===== src/afcd_pkg.sv =====
// afcd_pkg: shared types, constants and codes of the api frame checksum decoder
// no dependencies; imported by every module of the block

package afcd_pkg;

    // frame layout and checksum constants
    localparam int          MAX_FRAME_BYTES_DEF = 255;
    localparam int          HEAD_LEN            = 6;
    localparam int          PAYLOAD_OFFSET      = 5;
    localparam logic [7:0]  GOOD_SUM            = 8'hFF;
    localparam logic [7:0]  PAYLOAD_BIAS        = 8'd6;

    // minimum frame lengths, checksum included
    localparam logic [7:0]  AT_MIN_LEN          = 8'd6;
    localparam logic [7:0]  MODEM_MIN_LEN       = 8'd3;
    localparam logic [7:0]  TX_MIN_LEN          = 8'd7;

    // reset values of the type registers
    localparam logic [7:0]  TYPE_AT_RESET       = 8'd136;
    localparam logic [7:0]  TYPE_MODEM_RESET    = 8'd138;
    localparam logic [7:0]  TYPE_TX_RESET       = 8'd139;

    // configuration register indexes
    typedef enum logic [1:0] {
        REG_TYPE_AT    = 2'd0,
        REG_TYPE_MODEM = 2'd1,
        REG_TYPE_TX    = 2'd2
    } cfg_index_t;

    // error codes of a result
    typedef enum logic [1:0] {
        ERR_NONE     = 2'd0,
        ERR_CHECKSUM = 2'd1,
        ERR_TYPE     = 2'd2,
        ERR_SHORT    = 2'd3
    } error_kind_t;

    // one input transaction
    typedef struct packed {
        logic [7:0] frame_byte;
        logic       last_byte;
    } byte_item_t;

    // one result transaction
    typedef struct packed {
        logic        frame_ok;
        error_kind_t error_kind;
        logic [7:0]  frame_type;
        logic [7:0]  frame_id;
        logic [7:0]  at_cmd_first;
        logic [7:0]  at_cmd_second;
        logic [7:0]  status_byte;
        logic [7:0]  payload_len;
        logic        payload_present;
    } result_item_t;

    // type code registers
    typedef struct packed {
        logic [7:0] type_at_response;
        logic [7:0] type_modem_status;
        logic [7:0] type_tx_status;
    } cfg_regs_t;

    // frame state including the byte being taken
    typedef struct packed {
        logic [7:0]                    byte_sum;
        logic [7:0]                    byte_count;
        logic [HEAD_LEN-1:0][7:0]      head_bytes;
    } frame_view_t;

endpackage


===== src/afcd_accum.sv =====
// afcd_accum: running byte sum, saturating byte count and capture of bytes 0 to 5
// depends on afcd_pkg

module afcd_accum #(
    parameter int MaxFrameBytes = afcd_pkg::MAX_FRAME_BYTES_DEF
) (
    input  logic                  clk,
    input  logic                  rst_n,
    input  logic                  take,
    input  afcd_pkg::byte_item_t  item,
    output afcd_pkg::frame_view_t view
);
    import afcd_pkg::*;

    localparam logic [7:0] MAX_COUNT = 8'(MaxFrameBytes);

    logic [7:0]               byte_sum_reg;
    logic [7:0]               byte_count_reg;
    logic [HEAD_LEN-1:0][7:0] head_bytes_reg;

    // frame state as it stands once the current byte is counted
    always_comb
    begin
        view.byte_sum   = byte_sum_reg + item.frame_byte;
        view.byte_count = (byte_count_reg < MAX_COUNT) ? byte_count_reg + 8'd1
                                                       : byte_count_reg;
        for (int i = 0; i < HEAD_LEN; i++)
        begin
            view.head_bytes[i] = (byte_count_reg == 8'(i)) ? item.frame_byte
                                                           : head_bytes_reg[i];
        end
    end

    // sum and count, cleared at the end of each frame
    always_ff @(posedge clk or negedge rst_n)
    begin
        if (!rst_n)
        begin
            byte_sum_reg   <= '0;
            byte_count_reg <= '0;
        end
        else if (take)
        begin
            if (item.last_byte)
            begin
                byte_sum_reg   <= '0;
                byte_count_reg <= '0;
            end
            else
            begin
                byte_sum_reg   <= view.byte_sum;
                byte_count_reg <= view.byte_count;
            end
        end
    end

    // header capture; only bytes written in the current frame are ever used
    always_ff @(posedge clk)
    begin
        if (take)
        begin
            head_bytes_reg <= view.head_bytes;
        end
    end

    // the count never runs past the frame limit
    a_count_bound: assert property (@(posedge clk) disable iff (!rst_n)
        byte_count_reg <= MAX_COUNT)
        else $error("byte count above frame limit");

endmodule


===== src/afcd_decode.sv =====
// afcd_decode: checksum check and decode of the frame type into a result
// depends on afcd_pkg

module afcd_decode (
    input  afcd_pkg::frame_view_t  view,
    input  afcd_pkg::cfg_regs_t    cfg,
    output afcd_pkg::result_item_t res
);
    import afcd_pkg::*;

    logic [7:0] len;
    logic [7:0] ftype;

    assign len   = view.byte_count;
    assign ftype = view.head_bytes[0];

    // error priority: checksum, type, length
    always_comb
    begin
        res            = '0;
        res.error_kind = ERR_NONE;
        res.frame_type = ftype;
        if (view.byte_sum != GOOD_SUM)
        begin
            res.error_kind = ERR_CHECKSUM;
        end
        else if (ftype == cfg.type_at_response)
        begin
            if (len < AT_MIN_LEN)
            begin
                res.error_kind = ERR_SHORT;
            end
            else
            begin
                res.frame_ok        = 1'b1;
                res.frame_id        = view.head_bytes[1];
                res.at_cmd_first    = view.head_bytes[2];
                res.at_cmd_second   = view.head_bytes[3];
                res.status_byte     = view.head_bytes[4];
                res.payload_len     = len - PAYLOAD_BIAS;
                res.payload_present = (len != PAYLOAD_BIAS);
            end
        end
        else if (ftype == cfg.type_modem_status)
        begin
            if (len < MODEM_MIN_LEN)
            begin
                res.error_kind = ERR_SHORT;
            end
            else
            begin
                res.frame_ok    = 1'b1;
                res.status_byte = view.head_bytes[1];
            end
        end
        else if (ftype == cfg.type_tx_status)
        begin
            if (len < TX_MIN_LEN)
            begin
                res.error_kind = ERR_SHORT;
            end
            else
            begin
                res.frame_ok    = 1'b1;
                res.frame_id    = view.head_bytes[1];
                res.status_byte = view.head_bytes[PAYLOAD_OFFSET];
            end
        end
        else
        begin
            res.error_kind = ERR_TYPE;
        end
    end

endmodule


===== src/afcd_out_buf.sv =====
// afcd_out_buf: result register with one skid entry behind it
// depends on afcd_pkg

module afcd_out_buf (
    input  logic                   clk,
    input  logic                   rst_n,
    input  logic                   push,
    input  afcd_pkg::result_item_t push_item,
    output logic                   full,
    output logic                   result_valid,
    input  logic                   result_stall,
    output afcd_pkg::result_item_t result_item
);
    import afcd_pkg::*;

    logic         out_valid_reg;
    logic         out_valid_next;
    result_item_t out_item_reg;
    result_item_t out_item_next;
    logic         skid_valid_reg;
    logic         skid_valid_next;
    result_item_t skid_item_reg;
    result_item_t skid_item_next;
    logic         pop;

    assign pop = out_valid_reg && !result_stall;

    // refill the result register from skid first, then from a new result
    always_comb
    begin
        out_valid_next  = out_valid_reg;
        out_item_next   = out_item_reg;
        skid_valid_next = skid_valid_reg;
        skid_item_next  = skid_item_reg;
        if (pop || !out_valid_reg)
        begin
            if (skid_valid_reg)
            begin
                out_valid_next  = 1'b1;
                out_item_next   = skid_item_reg;
                skid_valid_next = push;
                skid_item_next  = push_item;
            end
            else
            begin
                out_valid_next = push;
                out_item_next  = push_item;
            end
        end
        else if (push)
        begin
            skid_valid_next = 1'b1;
            skid_item_next  = push_item;
        end
    end

    always_ff @(posedge clk or negedge rst_n)
    begin
        if (!rst_n)
        begin
            out_valid_reg  <= 1'b0;
            skid_valid_reg <= 1'b0;
        end
        else
        begin
            out_valid_reg  <= out_valid_next;
            skid_valid_reg <= skid_valid_next;
        end
    end

    always_ff @(posedge clk)
    begin
        out_item_reg  <= out_item_next;
        skid_item_reg <= skid_item_next;
    end

    assign full         = skid_valid_reg;
    assign result_valid = out_valid_reg;
    assign result_item  = out_item_reg;

    // skid entry is only used behind a held result
    a_skid_behind: assert property (@(posedge clk) disable iff (!rst_n)
        skid_valid_reg |-> out_valid_reg)
        else $error("skid entry without result register");

    // a result arriving while both entries are full would be lost
    a_no_overflow: assert property (@(posedge clk) disable iff (!rst_n)
        (skid_valid_reg && !pop) |-> !push)
        else $error("result pushed into full buffer");

endmodule


===== src/api_frame_checksum_decoder_top.sv =====
// api_frame_checksum_decoder_top: top level of the api frame checksum decoder
// depends on afcd_pkg, afcd_accum, afcd_decode, afcd_out_buf
//
// Usage:
//   byte channel (byte_valid, byte_stall, byte_item): one frame byte per
//   transaction, type byte first, checksum byte flagged by last_byte.
//   result channel (result_valid, result_stall, result_item): one transaction
//   per frame, issued for the byte with last_byte set.
//   cfg channel (cfg_valid, cfg_ready, cfg_index, cfg_data): writes the three
//   type code registers; cfg_ready is always high. Write only while idle.
// Timing:
//   one byte is taken every cycle while byte_stall is low; the running sum and
//   capture are updated in the cycle the byte is taken, and the result is
//   registered in the result register, or in the skid entry while a result waits.
//   A result register plus one skid entry decouple the two channels:
//   bytes keep flowing while a result waits, and byte_stall rises only
//   when both entries hold results.
// Reset:
//   rst_n clears sum, count and both result entries and loads the default
//   type codes; there is no clearing pass, the block is ready at once.

module api_frame_checksum_decoder_top #(
    parameter int MaxFrameBytes = afcd_pkg::MAX_FRAME_BYTES_DEF
) (
    input  logic                   clk,
    input  logic                   rst_n,
    input  logic                   byte_valid,
    output logic                   byte_stall,
    input  afcd_pkg::byte_item_t   byte_item,
    output logic                   result_valid,
    input  logic                   result_stall,
    output afcd_pkg::result_item_t result_item,
    input  logic                   cfg_valid,
    output logic                   cfg_ready,
    input  afcd_pkg::cfg_index_t   cfg_index,
    input  logic [7:0]             cfg_data
);
    import afcd_pkg::*;

    cfg_regs_t    cfg_reg;
    frame_view_t  view;
    result_item_t decoded;
    logic         take;
    logic         buf_full;

    assign cfg_ready  = 1'b1;
    assign byte_stall = buf_full;
    assign take       = byte_valid && !byte_stall;

    // type code registers
    always_ff @(posedge clk or negedge rst_n)
    begin
        if (!rst_n)
        begin
            cfg_reg.type_at_response  <= TYPE_AT_RESET;
            cfg_reg.type_modem_status <= TYPE_MODEM_RESET;
            cfg_reg.type_tx_status    <= TYPE_TX_RESET;
        end
        else if (cfg_valid && cfg_ready)
        begin
            unique case (cfg_index)
                REG_TYPE_AT:    cfg_reg.type_at_response  <= cfg_data;
                REG_TYPE_MODEM: cfg_reg.type_modem_status <= cfg_data;
                REG_TYPE_TX:    cfg_reg.type_tx_status    <= cfg_data;
                default:        ;
            endcase
        end
    end

    // running frame state
    afcd_accum #(
        .MaxFrameBytes (MaxFrameBytes)
    ) u_accum (
        .clk   (clk),
        .rst_n (rst_n),
        .take  (take),
        .item  (byte_item),
        .view  (view)
    );

    // checksum and type decode
    afcd_decode u_decode (
        .view (view),
        .cfg  (cfg_reg),
        .res  (decoded)
    );

    // result register and skid
    afcd_out_buf u_out_buf (
        .clk          (clk),
        .rst_n        (rst_n),
        .push         (take && byte_item.last_byte),
        .push_item    (decoded),
        .full         (buf_full),
        .result_valid (result_valid),
        .result_stall (result_stall),
        .result_item  (result_item)
    );

    // frame_ok and error_kind agree
    a_ok_no_error: assert property (@(posedge clk) disable iff (!rst_n)
        result_valid |-> (result_item.frame_ok == (result_item.error_kind == ERR_NONE)))
        else $error("frame_ok disagrees with error_kind");

    // payload flag follows payload length
    a_payload_flag: assert property (@(posedge clk) disable iff (!rst_n)
        result_valid |-> (result_item.payload_present == (result_item.payload_len != 8'd0)))
        else $error("payload_present disagrees with payload_len");

endmodule


===== config.mk =====
export PLATFORM = sky130hd
export DESIGN_NAME = api_frame_checksum_decoder_top
export DESIGN_NICKNAME = d
export VERILOG_FILES = /design/src/afcd_pkg.sv /design/src/afcd_accum.sv /design/src/afcd_decode.sv /design/src/afcd_out_buf.sv /design/src/api_frame_checksum_decoder_top.sv
export SDC_FILE = /design/constraint.sdc
export NUM_CORES = 1
export LEC_CHECK = 0
export BUFFER_PORTS_ARGS = -buffer_cell sky130_fd_sc_hd__clkbuf_2
export CORE_MARGIN = 8
export CORE_UTILIZATION = 62
export CTS_BUF_LIST = sky130_fd_sc_hd__clkbuf_2 sky130_fd_sc_hd__clkbuf_4 sky130_fd_sc_hd__clkbuf_8
export DETAILED_ROUTE_END_ITERATION = 6
export GPL_ROUTABILITY_DRIVEN = 0
export PLACE_DENSITY = 0.89
export SETUP_SLACK_MARGIN = 0.15
export SLEW_MARGIN = 40
export SYNTH_ARGS = -nofsm -noshare
export SYNTH_HDL_FRONTEND = slang
export SYNTH_SLANG_ARGS = --single-unit

===== constraint.sdc =====
create_clock -name clk -period 7.3 [get_ports clk]
set_clock_uncertainty 0.05 [all_clocks]
set_input_delay 1.825 -clock clk [delete_from_list [all_inputs] [get_ports clk]]
set_output_delay 1.825 -clock clk [all_outputs]
set_load 0.05 [all_outputs]

# --- After elaboration in Yosys (flattened, before gate mapping) ---
# Index checks and enable logic that the tools add are counted.
totals:
  regBits: 194
  latchBits: 0
  ramBits: 0
  mem_bits_ro: 0
  inputBits: 24
  out_inout_bits: 55
  wordCells: 107
  mem_count: 0
op_classes:
  n_addsub: 3
  n_mul: 0
  n_div: 0
  order_cmp: 4
  eq_ne: 13
  shifts: 0
  mux: 42
  bitwise: 0
  reduce_logical: 14
op_table:
  columns: ["operator", "n"]
  rows:
  - ["2-to-1 mux 52 bit", 4]
  - ["2-to-1 mux 8 bit", 18]
  - ["2-to-1 mux 41 bit", 2]
  - ["== test 8 bit", 3]
  - ["== test 8 x 2 -> 1 bit (second input constant)", 2]
  - ["== test 8 x 3 -> 1 bit (second input constant)", 2]
  - ["< comparator 8 x 3 -> 1 bit (second input constant)", 2]
  - ["2-to-1 mux 16 bit", 1]
  - ["2-to-1 mux 2 bit", 5]
  - ["2-to-1 mux 1 bit", 9]
  - ["2-to-1 mux 9 bit", 1]
  - ["adder 8 x 1 -> 8 bit (second input constant)", 1]
  - ["adder 8 bit", 1]
  - ["== test 8 x 1 -> 1 bit (second input constant)", 1]
  - ["zero test 8 bit", 1]
  - ["< comparator 8 x 2 -> 1 bit (second input constant)", 1]
  - ["< comparator 8 bit (second input constant)", 1]
  - ["inequality test 8 x 3 -> 1 bit (second input constant)", 1]
  - ["inequality test 8 bit (second input constant)", 1]
  - ["AND reduction 2 bit", 4]
  - ["subtractor 8 x 3 -> 8 bit (second input constant)", 1]
  - ["2-to-1 mux 3 bit", 2]
  - ["logical AND 1 bit", 3]
  - ["zero test 1 bit", 3]
  - ["other kinds (6)", 6]

# --- Logic depth before layout (Yosys ltp) ---
logic_depth:
  word_depth: 10
  depth_mapped: 14

# --- Hierarchy ---
# A second synthesis with hierarchy kept.
hier_totals:
  hier_cells: 622
  hier_area_um2: 9549.2
modules_own_cells:
  columns: ["mod", "n_inst", "cells_per_inst", "area_each_um2"]
  rows:
  - ["afcd_out_buf", 1, 170, 4073.9]
  - ["afcd_accum", 1, 247, 3480.8]
  - ["afcd_decode", 1, 150, 1047.3]
  - ["api_frame_checksum_decoder_top", 1, 55, 947.2]

# --- Least setup slack after synthesis ---
# No wires, ideal clock.
synth_timing:
  path_kind: "input to register"
  start: "in result_stall"
  end: "reg u_out_buf.skid_item_reg[0] in the netlist's numbering (enable)"
  arrival_time_ps: 6864
  required_ps: 6716
  slack_ps: -148
  cell_stages: 2
  n_path_buf: 0
  cell_sequence: "nand2_1 > o21ai_0"
synth_via:
  elab_chain_cells: 5
synth_lines:
  columns: ["item", "line", "text"]
  rows:
  - ["start: declaration", "api_frame_checksum_decoder_top.sv:31", "input logic result_stall,"]
  - ["zero test 1 bit (*)", "afcd_out_buf.sv:26", "assign pop = out_valid_reg && !result_stall;"]
  - ["logical AND 1 bit (*)", "afcd_out_buf.sv:26", null]
  - ["logical OR 1 bit (*)", "afcd_out_buf.sv:35", "if (pop || !out_valid_reg)"]
  - ["inequality test 2 x 1 -> 1 bit (no source line) / nonzero test 2 bit (equally long branches)", null, null]
  - ["AND reduction 2 bit (no source line) (*)", null, null]
  - ["end signal: assignment", "afcd_out_buf.sv:74", "skid_item_reg <= skid_item_next;"]
  - ["end: declaration", "afcd_out_buf.sv:22", "result_item_t skid_item_reg;"]
# Mark *: on every way between the ends. The rest lies on a longest branch, timed or not.
# A chain may end at the register's enable or synchronous reset.

# --- Worst setup path after layout ---
layout_timing:
  start: "in byte_item[1] in the netlist's numbering"
  end: "reg u_out_buf.out_item_reg (netlist bit u_out_buf.result_item[2]), data pin"
layout_via:
  elab_chain_cells: 5
layout_lines:
  columns: ["item", "line", "text"]
  rows:
  - ["start: declaration", "api_frame_checksum_decoder_top.sv:29", "input afcd_pkg::byte_item_t byte_item,"]
  - ["branches (longest 3 deep; another with adder 8 bit)", null, null]
  - ["2-to-1 mux 41 bit (*)", "afcd_decode.sv:23", "if (view.byte_sum != GOOD_SUM)"]
  - ["2-to-1 mux 52 bit (*)", "afcd_out_buf.sv:37", "if (skid_valid_reg)"]
  - ["end signal: assignment", "afcd_out_buf.sv:73", "out_item_reg <= out_item_next;"]
  - ["end: declaration", "afcd_out_buf.sv:18", "result_item_t out_item_reg;"]
# Mark *: on every way between the ends.

==> impl_metrics.yaml <==
sta:
  max_freq_ghz: 0.188
  timing.final.crit_share_pct: 72.9
  fin_setup_tns_ns: 0
  layout_min_cycle_time_ns: 5.32
  hold_viol: 0
  fin_ws_ns: 1.98
  report.final.slew_viol_count: 0
  tightestPinTransition_ns: 0.809
  rsz0062_at_grt: "no"
  finalSetupViolations: 0
  slew_headroom_pct: 45.7
placement:
  placed_cell_area_sq_um: 10300
  pre_cts_ws_ns: 1.61
  hpwlAfterDp_mm: 14.7
  port_buffers: 77
  dp.cells: 1088
logic_synthesis:
  synth_warnings: 0
  async_flop_share_pct: 21.6
  synth-seq-area-share_pct: 57.7
  synth_area_sq_um: 9750
  synth_ff_type: "edfxtp_1"
  ys_ff_latch: 194
  ys_types: 72
  synth_enable_flop_cells: 152
  synthCells: 836
  syn-num-nets: 873
  synth_area_per_cell_sq_um: 11.7
final_layout:
  multi_input_area_sq_um: 3740
  seq_area_sq_um: 5630
  design_area_sq_um: 10700
  drive_gt1_share_pct: 21.2
  n_fill_cell: 1065
  nNetsFinal: 929
  syn2layout_area_growth_pct: 9.85
  fin_cells: 1121
  diodes: 0
power_and_ir_drop:
  power.leakage_nw: 4.23
  vdd_ir_drop_max_uv: 184
  pwr_density_cell_nw_per_um2: 265
critical_path:
  cp-startpoint: "byte_item[1]"
  r2r_cells: 9
  end_kind: "flop"
  worst-path-buf-inv: 3
  r2r_setup_slack_ns: 2.87
  cp_top_family: "simple AND/OR/NAND/NOR gates"
  rr_startpoint: "u_accum.byte_count_reg[0]"
  max_stage_delay_ns: 0.83
  cp_slowest_cell: "or3b_2"
  crit_fanout: 34
  worstPathRequired_ns: 7.53
  critPathKind: "primary input to flop"
  cp.depth: 12
  cp_data_arrival_time_ns: 5.55
  crit_chain: "clkbuf_2, ha_1, inv_1, fa_1, nand2b_1, a21oi_1, xor2_1, nand3_1, or3_1, or3b_2, buf_4, o31ai_1"
  startpoint_type: "primary input"
  reg2reg_to: "u_out_buf.result_item[2]"
detailed_routing:
  wire_per_inst_microns: 19.6
  drtPass1Iterations: 6
  viasPerCell: 6.23
  dr.first_iter.drc_count: 1017
  num_vias: 6989
  drcViolationCount: 0
  finalWirelength_mm: 21.9
  drtAntennaViolNets: 0
hold_path:
  min_to: "u_accum.byte_sum_reg[3]"
  hold_start: "u_accum.byte_sum_reg[3]"
  hold_depth: 2
  hold_path.class: "flop to flop"
clocking:
  clk_latency_ns: 0.48
  clk_pin_slew_worst_paths_ns: 0.10
  clkSinkCount: 194
  clk_path_buf_depth: 2
  cts_tree: "yes"
  ctsHtreeMaxLevel: 4
  post_cts_buffers: 0
  cts_resized: 0
  root_buffer: "clkbuf_8"
  cts_made_buffers: 17
  cts_hold_buf: 0
status:
  status: "finished, final reports clean"
floorplanning:
  die_h_microns: 141
  die_area_sq_um: 20000
  rows: 46
  initial_core_util_pct: 62.5
  io-pin-count: 79
  die_w_microns: 141
  core_sq_um: 15600
global_route:
  grt_pass1_vias: 6645
  grt_first_pass_wirelength_mm: 34.8
  grt-ovfl-total: 0
  grt_max_degree: 72
  grt_use_total_pct: 22.2
  grt_antenna_before_repair: 0
flow_run:
  max_cap_violations: 0
[power breakdown]
group          leakage [nW]  internal, mW  switching [mW]  total [mW]
combinational          2.00         0.230           0.472       0.702
sequential             2.03          1.35          0.0782        1.43
clock                 0.208         0.293           0.415       0.708
[cells in the mapped netlist, drive strengths merged (11+ instances only)]
cell | n | area [sq um]
nor3b | 11 | 82.6
nand4 | 11 | 68.8
inv | 48 | 180
mux2 | 42 | 473
xnor2 | 37 | 324
o21ai | 35 | 175
ha | 12 | 150
nand3 | 19 | 95.1
mux2i | 26 | 260
nand2 | 96 | 360
buf | 18 | 120
a21oi | 15 | 75.1
clkbuf | 34 | 128
edfxtp | 152 | 4560
nor2 | 50 | 188
o211ai | 18 | 135
o31ai | 38 | 324
dfrtp | 33 | 826
nor2b | 11 | 68.8
nor3 | 26 | 130
[final cells by class]
cell class / instances / share of cell area [%]
inverter: 49 / 1.72
sequential: 194 / 52.6
multi-input combinational: 541 / 34.9
tap: 216 / 2.52
clock buffer: 18 / 2.26
clock inverter: 14 / 1.55
timing repair buffer: 89 / 4.49
[logic make-up (layout without fill, tap and decap cells)]
family	count (synthesis)	in the layout	synth area share, %
adders and majority gates	13	13	1.75
and+or+nand+nor	267	267	13.4
muxes	68	68	7.52
other	1	1	0.0385
xor gates and xnor gates	45	45	4.04
AOI/OAI and AO/OA	147	147	11.1
DFF	194	194	57.7
buffers and inverters	101	170	4.43
[per-layer routing]
| metal | GRT usage, % | wire [microns] |
|---|---|---|
| met4 | 9.27 | 467 |
| met1 | 28.9 | 9010 |
| met2 | 35.3 | 10400 |
| met5 | 0 | 0 |
| met3 | 5.01 | 2020 |
[worst reg2reg max path, cell delays in order (launching register included)]
cell,delay (ns)
dfrtp_1,0.56
ha_1,0.48
and3_1,0.41
nand3_1,0.12
o21a_1,0.24
nor3_1,0.44
nand2_1,0.49
or3b_2,0.80
buf_4,0.44
o31ai_1,0.13
[worst max path at each step]
| stage | endpoint | slack [ns] |
|---|---|---|
| after global routing | u_out_buf.result_item[2] | 1.75 |
| after CTS | u_out_buf.result_item[2] | 2.08 |
| after floorplan | u_out_buf.skid_item_reg[0] | 0.20 |
| final | u_out_buf.result_item[2] | 1.98 |
| after global placement | u_out_buf.result_item[20] | 1.77 |
| after detailed placement | u_out_buf.result_item[2] | 1.61 |
[layout by cell type, fill, tap and decap left out, drive strengths merged, types with 7 or more instances in the layout]
cell,count
nor2,50
xor2,8
inv,57
mux2i,26
mux2,42
edfxtp,152
ha,12
nor3b,11
a21oi,15
o31ai,38
buf,12
dfrtp,33
o211ai,18
nand4,11
o21ai,35
dfstp,9
and3,7
nand2,96
nor3,26
xnor2,37
clkbuf,95
nor2b,11
nand4b,9
nand3,19
[through the flow]
stage	hold WS (ns)	power, mW	util [%]
after floorplan	0.403	1.95	-
after global placement	0.423	2.11	65.7
after detailed placement	0.428	2.14	65.9
after CTS	0.461	2.83	68.5
after global routing	0.498	2.94	68.6
final	0.475	2.84	68.6
(Power assumes the default switching activity.)
